$ cat config.mk
export PLATFORM = sky130hd
export DESIGN_NAME = spms_ctrl
export DESIGN_NICKNAME = d
export VERILOG_FILES = /design/src/design/spms_pkg.sv /design/src/design/spms_ctrl.sv
export VERILOG_INCLUDE_DIRS = /design/src /design/src/design
export SDC_FILE = /design/constraint.sdc
export NUM_CORES = 1
export LEC_CHECK = 0
export ABC_AREA = 1
export BUFFER_PORTS_ARGS = -buffer_cell sky130_fd_sc_hd__buf_2
export CELL_PAD_IN_SITES_DETAIL_PLACEMENT = 0
export CELL_PAD_IN_SITES_GLOBAL_PLACEMENT = 1
export CORE_AREA = 2 2 39 41
export CTS_CLUSTER_DIAMETER = 200
export CTS_CLUSTER_SIZE = 28
export DETAILED_ROUTE_END_ITERATION = 7
export DIE_AREA = 0 0 41 43
export GPL_TIMING_DRIVEN = 1
export MAX_ROUTING_LAYER = met4
export PLACE_DENSITY = 0.38
export RECOVER_POWER = 25
export SYNTH_ARGS = -nofsm -noshare
export SYNTH_HDL_FRONTEND = slang
export SYNTH_SLANG_ARGS = --single-unit
$ cat constraint.sdc
create_clock -name clk -period 0.87 [get_ports clk]
set_input_delay 0.174 -clock clk [delete_from_list [all_inputs] [get_ports clk]]
set_output_delay 0.174 -clock clk [all_outputs]
set_load 0.01 [all_outputs]
$ cat src/design/assert_macros.svh
// Assertion macros shared by the shared-pool stack design.
// Included by modules that carry concurrent checks; no other dependencies.
`ifndef ASSERT_MACROS_SVH
`define ASSERT_MACROS_SVH

// Check sampled on clk and skipped while reset is applied.
`define SPMS_ASSERT(label, prop, msg) \
  label: assert property (@(posedge clk) disable iff (!rst_n) prop) else $error(msg);

// Check sampled on clk that also holds through reset.
`define SPMS_ASSERT_ALWAYS(label, prop, msg) \
  label: assert property (@(posedge clk) prop) else $error(msg);

`endif

$ cat src/design/spms_pkg.sv
// Package for the shared-pool stack design: sizes, codes, word and command types.
// No dependencies; imported by every module of the design.
package spms_pkg;

  // Pool and stack counts
  localparam int POOL_SLOTS = 128;
  localparam int NUM_STACKS = 3;
  localparam int SLOT_W     = $clog2(POOL_SLOTS);
  localparam int HEAD_IDX_W = $clog2(NUM_STACKS);
  localparam int STACK_ID_W = 2;
  localparam int VALUE_W    = 32;
  localparam int STATUS_W   = 2;

  localparam logic [SLOT_W-1:0]     LAST_SLOT    = SLOT_W'(POOL_SLOTS - 1);
  localparam logic [STACK_ID_W-1:0] STACK_ID_MAX = STACK_ID_W'(NUM_STACKS - 1);

  // Operation codes
  localparam logic MODE_PUSH = 1'b0;
  localparam logic MODE_POP  = 1'b1;

  // Status codes
  localparam logic [STATUS_W-1:0] STAT_OK        = 2'd0;
  localparam logic [STATUS_W-1:0] STAT_OVERFLOW  = 2'd1;
  localparam logic [STATUS_W-1:0] STAT_UNDERFLOW = 2'd2;

  localparam logic signed [VALUE_W-1:0] UNDERFLOW_VALUE = '1;

  // Input word
  typedef struct packed {
    logic                      mode;
    logic [STACK_ID_W-1:0]     stack_id;
    logic signed [VALUE_W-1:0] push_value;
  } in_word_t;

  // Result word
  typedef struct packed {
    logic signed [VALUE_W-1:0] pop_value;
    logic [STATUS_W-1:0]       status;
  } out_word_t;

  // Slot pointer with its valid bit (invalid = null)
  typedef struct packed {
    logic              valid;
    logic [SLOT_W-1:0] slot;
  } link_t;

  // Controller to datapath commands
  typedef struct packed {
    logic capture;  // latch the input word, read the slot's link and value
    logic commit;   // write back lists and memories, load the result register
  } spms_cmd_t;

endpackage

$ cat src/design/spms_ctrl.sv
// Controller for the shared-pool stack: handshakes and two-state sequencer.
// Depends on spms_pkg and assert_macros.svh.
`include "assert_macros.svh"

module spms_ctrl
  import spms_pkg::*;
(
  input  logic      clk,
  input  logic      rst_n,
  input  logic      in_valid,
  output logic      in_stall,
  output logic      out_valid,
  input  logic      out_stall,
  output spms_cmd_t cmd
);

  typedef enum logic [1:0] {
    ST_IDLE = 2'b01,
    ST_EXEC = 2'b10
  } state_t;

  state_t state_r, state_nxt;
  logic   out_valid_r, out_valid_nxt;

  // Take a word only when idle and the result register is free or draining
  assign in_stall    = (state_r != ST_IDLE) || (out_valid_r && out_stall);
  assign cmd.capture = in_valid && !in_stall;
  assign cmd.commit  = (state_r == ST_EXEC);
  assign out_valid   = out_valid_r;

  // Sequencer
  always_comb begin
    state_nxt = state_r;
    unique case (state_r)
      ST_IDLE: begin
        if (cmd.capture) state_nxt = ST_EXEC;
      end
      ST_EXEC: begin
        state_nxt = ST_IDLE;
      end
      default: state_nxt = ST_IDLE;
    endcase
  end

  // Result valid flag
  always_comb begin
    out_valid_nxt = out_valid_r;
    if (cmd.commit) begin
      out_valid_nxt = 1'b1;
    end else if (out_valid_r && !out_stall) begin
      out_valid_nxt = 1'b0;
    end
  end

  always_ff @(posedge clk) begin
    if (!rst_n) begin
      state_r     <= ST_IDLE;
      out_valid_r <= 1'b0;
    end else begin
      state_r     <= state_nxt;
      out_valid_r <= out_valid_nxt;
    end
  end

  `SPMS_ASSERT(a_capture_then_commit, cmd.capture |=> cmd.commit, "capture not followed by commit")
  `SPMS_ASSERT(a_commit_has_capture, cmd.commit |-> $past(cmd.capture), "commit without capture")
  `SPMS_ASSERT(a_commit_reg_free, cmd.commit |-> !(out_valid && out_stall), "result overwritten")
  `SPMS_ASSERT(a_out_from_commit, $rose(out_valid) |-> $past(cmd.commit), "result without commit")

endmodule

==> results.txt <==
outcome -> finished with violations
failing checks -> setup timing
number of fill cells -> 150
CTS buffer count -> 3
fin crit share -> 125%
most frequent cells in the layout -> buf_2 (6), clkbuf_4 (3), buf_6 (3), buf_4 (3)
clock root buffer -> clkbuf_4
setup violators final -> 4
Pleak -> 0.155 nW
min Tclk post-route -> 1.09 ns
Final WS setup -> -0.219 ns
multi-input logic area -> 71.3 µm²
leading cell type in the layout, fill and taps excluded -> buf_2
fin. max-slew vios -> 0
height of the chip -> 43 µm
Net Count, Synth -> 21
die width -> 41 µm
CTS tree -> yes
cell count after synthesis -> 17
Netlist cell types -> 10
post-synth top area cell -> dfxtp_1
DRT antenna net count -> 0
io pins -> 8
register area -> 66.3 µm²
Max VDD drop -> 0.896 mV
H-tree lvl count -> 1
Seq/Total Area, Yosys -> 44.0%
Pwr Density -> 1690 mW/mm²
Vias/cell -> 3.38
Final GP Congestion -> 0.575
vias -> 162
GRT Resource Usage Total -> 5.65%
worst skew pair latency -> 0.23 ns
diode count -> 0
Crit path arrival time -> 0.91 ns
Design Area, Final -> 292 µm²
CP Class -> flop to primary output
Area Growth Syn to Fin -> 114%
Core ar. -> 0.00138 mm²
TritonRoute pass-1 iters -> 2
dominant cells by area after synthesis -> dfxtp_1 (44%), inv_1 (11%), nand4_2 (9.2%)
Iter 0 DRT Violations -> 2
Hold WC Path Type -> primary input to flop
share of cells above drive strength 1 -> 81.3%
PortBufs -> 7
Seq cells post-synth -> 3
per-cell routed wire length -> 8.85 µm
Syn. warnings -> 0
initial antenna violation count -> 0
total power -> 0.491 mW
Die ar. -> 0.00176 mm²
Routed WL -> 425 µm
worst slew pin tran -> 0.116 ns
number of global-route vias before repair -> 140
R2R Setup Slk -> -0.14 ns
worst path required time -> 0.70 ns
max_cap viols -> 0
pin count of the biggest net entering global routing -> 5
Worst Skew -> 0.000614 ns
worst-case reg-to-reg path depth -> 6
Critical Path Fanout Max -> 4
Remaining Overflow, GRT -> 0
DRC violations left -> 0
clk sink count -> 3
CP Capture Type -> primary output
Clock Path Buffers -> 2
FMAX -> 919 MHz
first-pass GRT wire length -> 538 µm
CP cell instances -> nand2_4 -> nand4_4 -> inv_1 -> buf_2
row count -> 14
Cell Area, Synth -> 136 µm²
Setup crit start kind -> flop
Avg Inst Size Synth -> 8.02 µm²
Slew headroom -> 92.2%
Final Hold Fails -> 0
final cell utilization of the core -> 21.1%
dpl cell area -> 184 µm²
NumNets Final -> 37
slowest stage delay, CP -> 0.32 ns
slowest stage cell, crit path -> dfxtp_2
area fraction of the dominant cell type after synthesis -> 44.0%
Hold Path Depth -> 2
Clock transition at path regs -> 0.04 ns
HPWL after DPL -> 221 µm
Initial Util -> 9.86%
unrepaired setup endpoints after global routing -> true
worst paths after layout:
| path | startpoint | endpoint |
|---|---|---|
| worst min register to register | out_valid | out_valid |
| worst max register to register | out_valid | state_r[1] |
| worst min-delay path | rst_n | state_r[0] |
| worst max-delay path | out_valid | cmd[1] |
report_power, final:
| group | switching, mW | leakage [nW] | internal [mW] |
|---|---|---|---|
| clock | 0.0682 | 0.0150 | 0.172 |
| sequential | 0.0104 | 0.0255 | 0.145 |
| combinational | 0.0411 | 0.114 | 0.0548 |
area by class of cell:
cell class / instances / share of cell area (%)
clock buffers: 4 / 9.01
multi-input cells: 8 / 24.5
flip-flops and latches: 3 / 22.7
well taps: 16 / 6.87
inverters: 5 / 7.30
repair buffers: 12 / 29.6
what timing repair did:
action,in CTS,in global routing
pin swaps,1,3
setup buffers,4,3
gates resized for setup,4,10
endpoints found under the setup margin,4,5
hold buffers,0,0
synth_stat cells:
cell type / count
a21oi_1: 1
nor2_2: 2
buf_4: 1
nand4_1: 1
nand2_2: 1
nand4_2: 1
inv_2: 1
nand2_1: 2
dfxtp_1: 3
inv_1: 4
registers in the layout, summed over array words and instances (netlist names):
signal,count
state_r,2
out_valid,1
cell families (layout without fill, tap and decap cells):
kind of cell | Yosys count | after routing | share of synthesized area [%]
AO/OA/AOI/OAI | 1 | 1 | 3.67
buffers and inverters | 6 | 21 | 19.3
flip-flops | 3 | 3 | 44.0
AND/OR/NAND/NOR | 7 | 7 | 33.0
critical path: cells and delay by family (launching register included):
family / cells / cell delay, ns
flip-flops: 1 / 0.32
AND/OR/NAND/NOR: 2 / 0.18
buffers and inverters: 2 / 0.18
metal layers:
metal  vias to the layer above  routed length, µm  GRT usage [%]
met5                         -                  0              -
met4                         0                  0           2.00
met3                         0                 60           9.42
met2                        10                192           5.00
met1                        71                172           5.75
li1                         81                  -              -
stage by stage:
stage                     instances  hold WS (ns)  setup TNS, ns  setup slack, ns
after global routing             48         0.138         -0.933           -0.271
final                            48         0.160         -0.705           -0.219
after floorplan                  17         0.261              0           0.0884
after global placement           39         0.387              0           0.0328
after CTS                        47         0.147         -0.696           -0.227
after detailed placement         39         0.391              0           0.0257
Power figures use the tool's default switching activity.
